**config.mk**
```make
export PLATFORM = sky130hd
export DESIGN_NAME = shuffling_card_stack_top
export DESIGN_NICKNAME = d
export VERILOG_FILES = /design/src/sv/scs_pkg.sv /design/src/sv/shuffling_card_stack_top.sv /design/src/sv/scs_card_ram.sv /design/src/sv/scs_mod_unit.sv
export VERILOG_INCLUDE_DIRS = /design/src /design/src/sv
export SDC_FILE = /design/constraint.sdc
export NUM_CORES = 1
export LEC_CHECK = 0
export BUFFER_PORTS_ARGS = -buffer_cell sky130_fd_sc_hd__buf_2
export CAP_MARGIN = 30
export CORE_MARGIN = 1
export CORE_UTILIZATION = 50
export CTS_BUF_LIST = sky130_fd_sc_hd__clkbuf_4 sky130_fd_sc_hd__clkbuf_8
export CTS_CLUSTER_DIAMETER = 100
export DETAILED_ROUTE_END_ITERATION = 8
export PLACE_DENSITY = 0.63
export SYNTH_ARGS = -nofsm -noshare
export SYNTH_HDL_FRONTEND = slang
export SYNTH_SLANG_ARGS = --single-unit
```
**constraint.sdc**
```tcl
create_clock -name clk -period 5.8 [get_ports clk]
set_input_delay 0.29 -clock clk [delete_from_list [all_inputs] [get_ports clk]]
set_output_delay 0.29 -clock clk [all_outputs]
set_load 0.05 [all_outputs]
```
**src/sv/shuffling_card_stack_top_defines.svh**
```systemverilog
// Assertion macros for the shuffling card stack.
// Included by modules that carry concurrent checks; expects clk and rst in scope.
`ifndef SHUFFLING_CARD_STACK_TOP_DEFINES_SVH
`define SHUFFLING_CARD_STACK_TOP_DEFINES_SVH

// same-cycle implication
`define SCS_ASSERT_NOW(lbl, ante, cons, msg) \
  lbl: assert property (@(posedge clk) disable iff (rst) (ante) |-> (cons)) \
    else $error(msg);

// next-cycle implication
`define SCS_ASSERT_NEXT(lbl, ante, cons, msg) \
  lbl: assert property (@(posedge clk) disable iff (rst) (ante) |=> (cons)) \
    else $error(msg);

`endif

```
**src/sv/scs_pkg.sv**
```systemverilog
// Shared types, constants and the LFSR step for the shuffling card stack.
// No dependencies.
package scs_pkg;

  localparam int DEPTH    = 64;
  localparam int ADDR_W   = $clog2(DEPTH);
  localparam int CNT_W    = $clog2(DEPTH + 1);
  localparam int KIND_W   = 3;
  localparam int HELD_W   = 7;
  localparam int LFSR_W   = 32;
  localparam logic [LFSR_W-1:0] LFSR_TAPS = 32'h8020_0003;

  localparam logic [2:0] OP_PUSH    = 3'd0;
  localparam logic [2:0] OP_POP     = 3'd1;
  localparam logic [2:0] OP_PEEK    = 3'd2;
  localparam logic [2:0] OP_CLEAR   = 3'd3;
  localparam logic [2:0] OP_SHUFFLE = 3'd4;

  localparam logic [1:0] ST_OK    = 2'd0;
  localparam logic [1:0] ST_FULL  = 2'd1;
  localparam logic [1:0] ST_EMPTY = 2'd2;

  typedef struct packed {
    logic [2:0]        opcode;
    logic [KIND_W-1:0] card_kind;
  } in_item_t;

  typedef struct packed {
    logic [KIND_W-1:0] kind_out;
    logic [1:0]        status;
    logic [HELD_W-1:0] entries_held;
  } out_item_t;

  typedef struct packed {
    logic              we;
    logic [ADDR_W-1:0] addr;
    logic [KIND_W-1:0] data;
  } ram_wr_t;

  typedef struct packed {
    logic              re_a;
    logic [ADDR_W-1:0] addr_a;
    logic              re_b;
    logic [ADDR_W-1:0] addr_b;
  } ram_rd_t;

  typedef struct packed {
    logic              start;
    logic [LFSR_W-1:0] dividend;
    logic [CNT_W-1:0]  divisor;
  } mod_req_t;

  typedef struct packed {
    logic              done;
    logic [ADDR_W-1:0] rem;
  } mod_rsp_t;

  function automatic logic [LFSR_W-1:0] lfsr_step(input logic [LFSR_W-1:0] v);
    logic [LFSR_W-1:0] s;
    s = v >> 1;
    if (v[0]) begin
      s = s ^ LFSR_TAPS;
    end
    return s;
  endfunction

endpackage

```
**src/sv/shuffling_card_stack_top.sv**
```systemverilog
// Shuffling card stack: a bounded stack of card kinds with an in-place shuffle.
// Depends on scs_pkg, scs_card_ram, scs_mod_unit and the defines header.
//
// Usage:
//  - An item (opcode, card_kind) is taken at a clock edge with start high and
//    busy low. Each item yields one result on result, marked by a one-cycle
//    result_valid pulse; the receiver cannot stall and must take it then.
//  - Push, clear, unknown opcodes and every full or empty case: result in the
//    cycle after acceptance, busy stays low, so one item per cycle.
//  - Pop and peek: one card store read; the result goes through the read data
//    register and then the result register, with busy high for one cycle.
//  - Shuffle of n >= 2 entries: n-1 swap steps, each an LFSR advance, a
//    bit-serial modulo, a dual-port read and two writes; busy is high
//    throughout. Fewer than two entries move nothing, and busy stays low.
//  - seed_we/seed_wdata write the seed register at any edge; it takes effect
//    on the next clear (zero loads as 1).
//  - Synchronous reset: empty stack, seed and LFSR at 1, no pending result.
//    The card store is not cleared; only written slots are ever read.
`include "shuffling_card_stack_top_defines.svh"

module shuffling_card_stack_top
  import scs_pkg::*;
(
  input  logic              clk,
  input  logic              rst,
  input  logic              start,
  input  in_item_t          item,
  output logic              busy,
  output logic              result_valid,
  output out_item_t         result,
  input  logic              seed_we,
  input  logic [LFSR_W-1:0] seed_wdata
);

  localparam logic [2:0] S_IDLE   = 3'd0;
  localparam logic [2:0] S_RD     = 3'd1;
  localparam logic [2:0] S_SH_ADV = 3'd2;
  localparam logic [2:0] S_SH_MOD = 3'd3;
  localparam logic [2:0] S_SH_RD  = 3'd4;
  localparam logic [2:0] S_SH_WR  = 3'd5;

  logic [2:0]        state;
  logic [2:0]        state_next;
  logic [CNT_W-1:0]  fill;
  logic [CNT_W-1:0]  fill_next;
  logic [LFSR_W-1:0] lfsr;
  logic [LFSR_W-1:0] lfsr_next;
  logic [LFSR_W-1:0] seed;
  logic [ADDR_W-1:0] pos;
  logic [ADDR_W-1:0] pos_next;
  logic [ADDR_W-1:0] swap_idx;
  logic [ADDR_W-1:0] swap_idx_next;
  logic              res_vld_next;
  out_item_t         res_next;

  ram_wr_t           ram_wr;
  ram_rd_t           ram_rd;
  logic [KIND_W-1:0] rd_data_a;
  logic [KIND_W-1:0] rd_data_b;
  mod_req_t          mod_req;
  mod_rsp_t          mod_rsp;

  logic              accept;
  logic [LFSR_W-1:0] lfsr_adv;
  logic [ADDR_W-1:0] top_addr;

  assign busy     = (state != S_IDLE);
  assign accept   = start && !busy;
  assign lfsr_adv = lfsr_step(lfsr);
  assign top_addr = ADDR_W'(fill - CNT_W'(1));

  scs_card_ram u_ram (
    .clk       (clk),
    .wr        (ram_wr),
    .rd        (ram_rd),
    .rd_data_a (rd_data_a),
    .rd_data_b (rd_data_b)
  );

  scs_mod_unit u_mod (
    .clk (clk),
    .rst (rst),
    .req (mod_req),
    .rsp (mod_rsp)
  );

  always_comb begin
    state_next    = state;
    fill_next     = fill;
    lfsr_next     = lfsr;
    pos_next      = pos;
    swap_idx_next = swap_idx;
    res_vld_next  = 1'b0;
    res_next      = '{kind_out: '0, status: ST_OK, entries_held: HELD_W'(fill)};
    ram_wr        = '{we: 1'b0, addr: top_addr, data: item.card_kind};
    ram_rd        = '{re_a: 1'b0, addr_a: top_addr, re_b: 1'b0, addr_b: swap_idx};
    mod_req       = '{start: 1'b0, dividend: lfsr_adv,
                      divisor: CNT_W'(pos) + CNT_W'(1)};

    unique case (state)
      S_IDLE: begin
        if (accept) begin
          res_vld_next = 1'b1;
          unique case (item.opcode) inside
            OP_PUSH: begin
              if (fill == CNT_W'(DEPTH)) begin
                res_next.status = ST_FULL;
              end else begin
                ram_wr.we             = 1'b1;
                ram_wr.addr           = ADDR_W'(fill);
                fill_next             = fill + CNT_W'(1);
                res_next.entries_held = HELD_W'(fill + CNT_W'(1));
              end
            end
            OP_POP, OP_PEEK: begin
              if (fill == '0) begin
                res_next.status = ST_EMPTY;
              end else begin
                // result comes from the registered read next cycle
                res_vld_next = 1'b0;
                ram_rd.re_a  = 1'b1;
                state_next   = S_RD;
                if (item.opcode == OP_POP) begin
                  fill_next = fill - CNT_W'(1);
                end
              end
            end
            OP_CLEAR: begin
              fill_next             = '0;
              lfsr_next             = (seed != '0) ? seed : LFSR_W'(1);
              res_next.entries_held = '0;
            end
            OP_SHUFFLE: begin
              if (fill >= CNT_W'(2)) begin
                res_vld_next = 1'b0;
                pos_next     = top_addr;
                state_next   = S_SH_ADV;
              end
            end
            default: begin
            end
          endcase
        end
      end
      S_RD: begin
        res_vld_next      = 1'b1;
        res_next.kind_out = rd_data_a;
        state_next        = S_IDLE;
      end
      S_SH_ADV: begin
        lfsr_next     = lfsr_adv;
        mod_req.start = 1'b1;
        state_next    = S_SH_MOD;
      end
      S_SH_MOD: begin
        if (mod_rsp.done) begin
          swap_idx_next = mod_rsp.rem;
          ram_rd.re_a   = 1'b1;
          ram_rd.addr_a = pos;
          ram_rd.re_b   = 1'b1;
          ram_rd.addr_b = mod_rsp.rem;
          state_next    = S_SH_RD;
        end
      end
      S_SH_RD: begin
        ram_wr.we   = 1'b1;
        ram_wr.addr = pos;
        ram_wr.data = rd_data_b;
        state_next  = S_SH_WR;
      end
      S_SH_WR: begin
        ram_wr.we   = 1'b1;
        ram_wr.addr = swap_idx;
        ram_wr.data = rd_data_a;
        if (pos == ADDR_W'(1)) begin
          res_vld_next = 1'b1;
          state_next   = S_IDLE;
        end else begin
          pos_next   = pos - ADDR_W'(1);
          state_next = S_SH_ADV;
        end
      end
      default: begin
        state_next = S_IDLE;
      end
    endcase
  end

  always_ff @(posedge clk) begin
    if (rst) begin
      state        <= S_IDLE;
      fill         <= '0;
      lfsr         <= LFSR_W'(1);
      seed         <= LFSR_W'(1);
      result_valid <= 1'b0;
    end else begin
      state        <= state_next;
      fill         <= fill_next;
      lfsr         <= lfsr_next;
      result_valid <= res_vld_next;
      if (seed_we) begin
        seed <= seed_wdata;
      end
    end
  end

  always_ff @(posedge clk) begin
    pos      <= pos_next;
    swap_idx <= swap_idx_next;
    if (res_vld_next) begin
      result <= res_next;
    end
  end

  `SCS_ASSERT_NOW(a_fill_bound, 1'b1, fill <= CNT_W'(DEPTH), "fill count above depth")
  `SCS_ASSERT_NEXT(a_fill_hold, busy, $stable(fill), "fill count moved while busy")
  `SCS_ASSERT_NEXT(a_accept_ack, accept, result_valid || busy, "accepted item left no trace")
  `SCS_ASSERT_NOW(a_mod_done_state, mod_rsp.done, state == S_SH_MOD,
                  "modulo result outside the wait state")

endmodule

```
**src/sv/scs_card_ram.sv**
```systemverilog
// Card store: one write port, two registered read ports.
// Depends on scs_pkg.
module scs_card_ram
  import scs_pkg::*;
(
  input  logic              clk,
  input  ram_wr_t           wr,
  input  ram_rd_t           rd,
  output logic [KIND_W-1:0] rd_data_a,
  output logic [KIND_W-1:0] rd_data_b
);

  logic [KIND_W-1:0] mem [DEPTH];

  always_ff @(posedge clk) begin
    if (wr.we) begin
      mem[wr.addr] <= wr.data;
    end
    // read data holds until the next read on that port
    if (rd.re_a) begin
      rd_data_a <= mem[rd.addr_a];
    end
    if (rd.re_b) begin
      rd_data_b <= mem[rd.addr_b];
    end
  end

endmodule

```
**src/sv/scs_mod_unit.sv**
```systemverilog
// Bit-serial restoring remainder: 32-bit value modulo a small divisor.
// One dividend bit per cycle. Depends on scs_pkg.
module scs_mod_unit
  import scs_pkg::*;
(
  input  logic     clk,
  input  logic     rst,
  input  mod_req_t req,
  output mod_rsp_t rsp
);

  localparam int STEP_W = $clog2(LFSR_W);

  logic              run;
  logic              done;
  logic [STEP_W-1:0] step;
  logic [LFSR_W-1:0] dsr;
  logic [CNT_W-1:0]  dvs;
  logic [CNT_W-1:0]  acc;
  logic [CNT_W:0]    trial;
  logic [CNT_W-1:0]  acc_next;

  always_comb begin
    trial = {acc, dsr[LFSR_W-1]};
    if (trial >= {1'b0, dvs}) begin
      acc_next = CNT_W'(trial - {1'b0, dvs});
    end else begin
      acc_next = CNT_W'(trial);
    end
  end

  always_ff @(posedge clk) begin
    if (rst) begin
      run  <= 1'b0;
      done <= 1'b0;
      step <= '0;
    end else begin
      done <= 1'b0;
      if (req.start) begin
        run  <= 1'b1;
        step <= '0;
      end else if (run) begin
        step <= step + STEP_W'(1);
        if (step == STEP_W'(LFSR_W - 1)) begin
          run  <= 1'b0;
          done <= 1'b1;
        end
      end
    end
  end

  always_ff @(posedge clk) begin
    if (req.start) begin
      dsr <= req.dividend;
      dvs <= req.divisor;
      acc <= '0;
    end else if (run) begin
      dsr <= dsr << 1;
      acc <= acc_next;
    end
  end

  assign rsp.done = done;
  assign rsp.rem  = acc[ADDR_W-1:0];

endmodule

```
==> impl_summary.txt <==
----------------------------------------------------
[Final layout]
  Post-Route Utilization ... 57.4%
  Leading cell type in the layout, fill and taps excluded ... nand2_1
  Share of cells above drive strength 1 ... 14.2%
  Register cell area after layout ... 9620 sq um
  Nets ... 1835
  P&R area growth vs syn ... 12.1%
  Post-Layout Cell Count ... 2282
  Cell area after layout ... 19900 sq um
  Commonest non-fill, non-tap cells in the layout ... nand2_1, edfxtp_1, nor2_1
  Area occupied by multi-input gates ... 7580 sq um
  Number of fill cells ... 3001
  Antenna diode instance count ... 0

[Critical path]
  Maximum fanout count along the critical path ... 38
  Arrival @ worst endpoint ... 4.63 ns
  CP Data Required Time ... 6.29 ns
  Worst reg-to-reg setup slack ... 1.66 ns
  Worst path top cell family by delay ... buffers and inverters
  Startpoint type of the worst setup path ... register
  Critical R2R Capture ... u_ram.rd_data_a[2]
  Depth of the most critical reg-to-reg path ... 10
  Classification of the worst setup path ... register to register
  Endpoint class of the critical path ... register
  Cell-by-cell listing of the critical path ... inv_1, ha_1, xor2_1, mux2_2, buf_12, buf_4, nand2_1, a311oi_1, o31ai_1, nor4_1
  Critical path buffers and inverters ... 3
  Critical register-to-register path startpoint ... fill[0]
  Crit-path max cell delay ... 0.68 ns
  CP max stage cell ... dfxtp_1

[STA]
  F_max ... 241 MHz
  Unrepaired setup endpoints after global routing ... false
  Min setup slack post-route ... 1.66 ns
  Setup_tns ... 0 ns
  Worst hold slack after final layout ... 0.0987 ns
  Count of pins over their slew limit ... 0
  Maximum clock skew at final layout ... 0.0356 ns
  Worst slew margin relative to its limit ... 26.7%
  Final hold violation count ... 0
  Final number of setup-violating endpoints ... 0
  Period utilization ... 71.4%
  Slew of the pin with the lowest slew margin ... 1.10 ns
  Post-layout minimum cycle time ... 4.14 ns

[Floorplanning]
  Die Width ... 191 um
  Overall die area ... 36300 sq um
  Overall die height ... 191 um
  CORE AREA ... 34700 sq um
  IO Count ... 56
  Initial standard-cell utilization of the core ... 51.2%
  Cell Rows ... 68

[Clock network]
  CTS Hold Bufs ... 33
  Maximum buffer depth of the clock tree ... 3
  Clock buffer count from CTS ... 58
  PostCTS Resize Cnt ... 0
  Later-pin clock latency in the skew report ... 0.70 ns
  CTS tree ... done
  Clock-pin slew reported for the worst setup and hold paths after clock tree synthesis ... 0.06 ns
  Sink Count ... 350
  Postcts setup bufs ... 0
  H-tree depth reported by CTS ... 2
  Master cell of the clock root buffer ... clkbuf_8

[Synthesis]
  Leading cell types by total area after synthesis ... edfxtp_1, dfxtp_1, nand2_1
  Yosys reg bits ... 350
  Share of synthesized registers carrying an async set or reset ... 0%
  Nets in the synthesized netlist ... 1783
  Number of enable flip-flop cells after synthesis ... 261
  Share of synthesized area occupied by flip-flops and latches ... 54.1%
  Cell taking the most area after synthesis ... edfxtp_1
  Share of the synthesized area in the top cell type ... 44.1%
  Number of warnings reported in the yosys synthesis log ... 0
  Avg Cell Area, Syn ... 10.3 sq um
  Most used flip-flop cell after synthesis ... edfxtp_1
  Gate count of the mapped netlist ... 1725
  Total standard cell area after synthesis ... 17800 sq um
  Number of different library cells in the post-synthesis netlist ... 78

[Pwr]
  Power per Cell Area ... 326 nW/um^2
  Total power of the final layout ... 6.49 mW
  Leakage Power ... 7.24 nW
  Worst vdd ir ... 0.215 mV

[Placed design]
  Post-place setup slack ... 1.78 ns
  Placed inst area ... 18400 sq um
  Number of buffer cells added on primary ports ... 55
  Cell count after placement ... 2139
  Final HPWL from detailed placement ... 32900 um
  GPL Wtd Cong ... 0.956

[Worst hold path]
  Hold Startpoint ... item[4]
  Hold path cells ... 2
  Hold worst-path end ... result[0]
  Type of the most critical hold path ... input port to register

[Detailed routing]
  Number of violations reported at the end of detailed-routing iteration 0 ... 1535
  Via-to-Cell Ratio ... 6.17
  Router iterations before antenna repair ... 6
  # DRC ... 0
  Routed wirelength normalized by instance count ... 22.3 um
  Antenna viol nets, final ... 0
  Post-Route WL ... 50800 um
  Number of vias in the routed layout ... 14.1k

[Run status]
  Outcome ... finished, final reports clean

[Global routing]
  Number of antenna violations at the first check in global routing ... 0
  Global-route total usage across every layer ... 28.5%
  Total global routing overflow ... 0
  Pin count of the biggest net entering global routing ... 78
  Global-route wire length before repair ... 78700 um
  Via count of the first global-routing pass ... 13.5k

[Run]
  Number of violations of the max-capacitance limit ... 0

----------------------------------------------------
## cell type report
| cell class | instances | share of cell area, % |
|---|---|---|
| Sequential cell | 350 | 48.3 |
| Multi-Input combinational cell | 1228 | 38.0 |
| Clock buffer | 79 | 4.96 |
| Timing Repair Buffer | 115 | 4.16 |
| Tap cell | 455 | 2.86 |
| Clock inverter | 31 | 1.25 |
| Inverter | 24 | 0.452 |
## registers in the layout, summed over array words and instances, names as in the netlist
register         cells
u_mod.run            1
u_ram.mem          192
result_valid         1
u_mod.dvs            7
state                3
u_mod.acc            7
fill                 7
lfsr                32
u_ram.rd_data_a      3
u_mod.done           1
u_mod.step           5
pos                  6
u_mod.dsr           32
u_ram.rd_data_b      3
swap_idx             6
result              12
seed                32
## worst max-delay path by stage
stage,startpoint,to,slack [ns],cells past startpoint
floorplan,state[0],u_ram.mem[0][0],1.38,4
global placement,fill[0],u_ram.rd_data_a[2],1.57,9
detailed placement,state[0],u_ram.rd_data_b[1],1.78,9
CTS,state[0],u_ram.rd_data_b[1],1.77,9
global route,state[0],u_ram.rd_data_b[1],1.51,9
finish,fill[0],u_ram.rd_data_a[2],1.66,10
## layer usage
| metal | global-route usage (%) | share of wire [%] | vias up |
|---|---|---|---|
| met5 | 0 | 0 | - |
| met4 | 11.5 | 3.7 | 0 |
| met3 | 6.28 | 9.3 | 145 |
| met2 | 43.5 | 45 | 743 |
| met1 | 39.3 | 42 | 6779 |
| li1 | - | - | 6413 |
## power breakdown
| part | internal [mW] | leakage, nW | switching, mW |
|---|---|---|---|
| registers | 2.88 | 3.10 | 0.138 |
| logic | 0.414 | 3.49 | 0.734 |
| clock network | 1.26 | 0.656 | 1.07 |
## logic make-up after synthesis
family / synth area share [%]
XOR/XNOR: 0.986
AND/OR/NAND/NOR: 20.3
AO/OA/AOI/OAI: 11.2
flip-flops: 54.1
buffers and inverters: 3.63
adder cells (fa/ha/maj): 1.17
multiplexers: 8.50
## cell usage after synthesis (7+ instances only)
library cell	instances
a211oi_1	18
a21o_1	8
a21oi_1	69
a221oi_1	7
a22oi_1	12
a311o_1	7
a311oi_1	44
and3_1	22
buf_1	12
buf_2	26
clkbuf_1	74
dfxtp_1	89
edfxtp_1	261
ha_1	15
inv_1	22
mux2i_1	71
mux4_2	31
nand2_1	388
nand2b_1	29
nand3_1	66
nand4_1	26
nor2_1	184
nor2_2	17
nor2b_1	7
nor3_1	16
nor4_1	15
o211ai_1	8
o21ai_0	36
o22ai_1	7
o31ai_1	10
xnor2_1	12
xor2_1	8
Note: power is estimated with default switching activity, not from simulation.
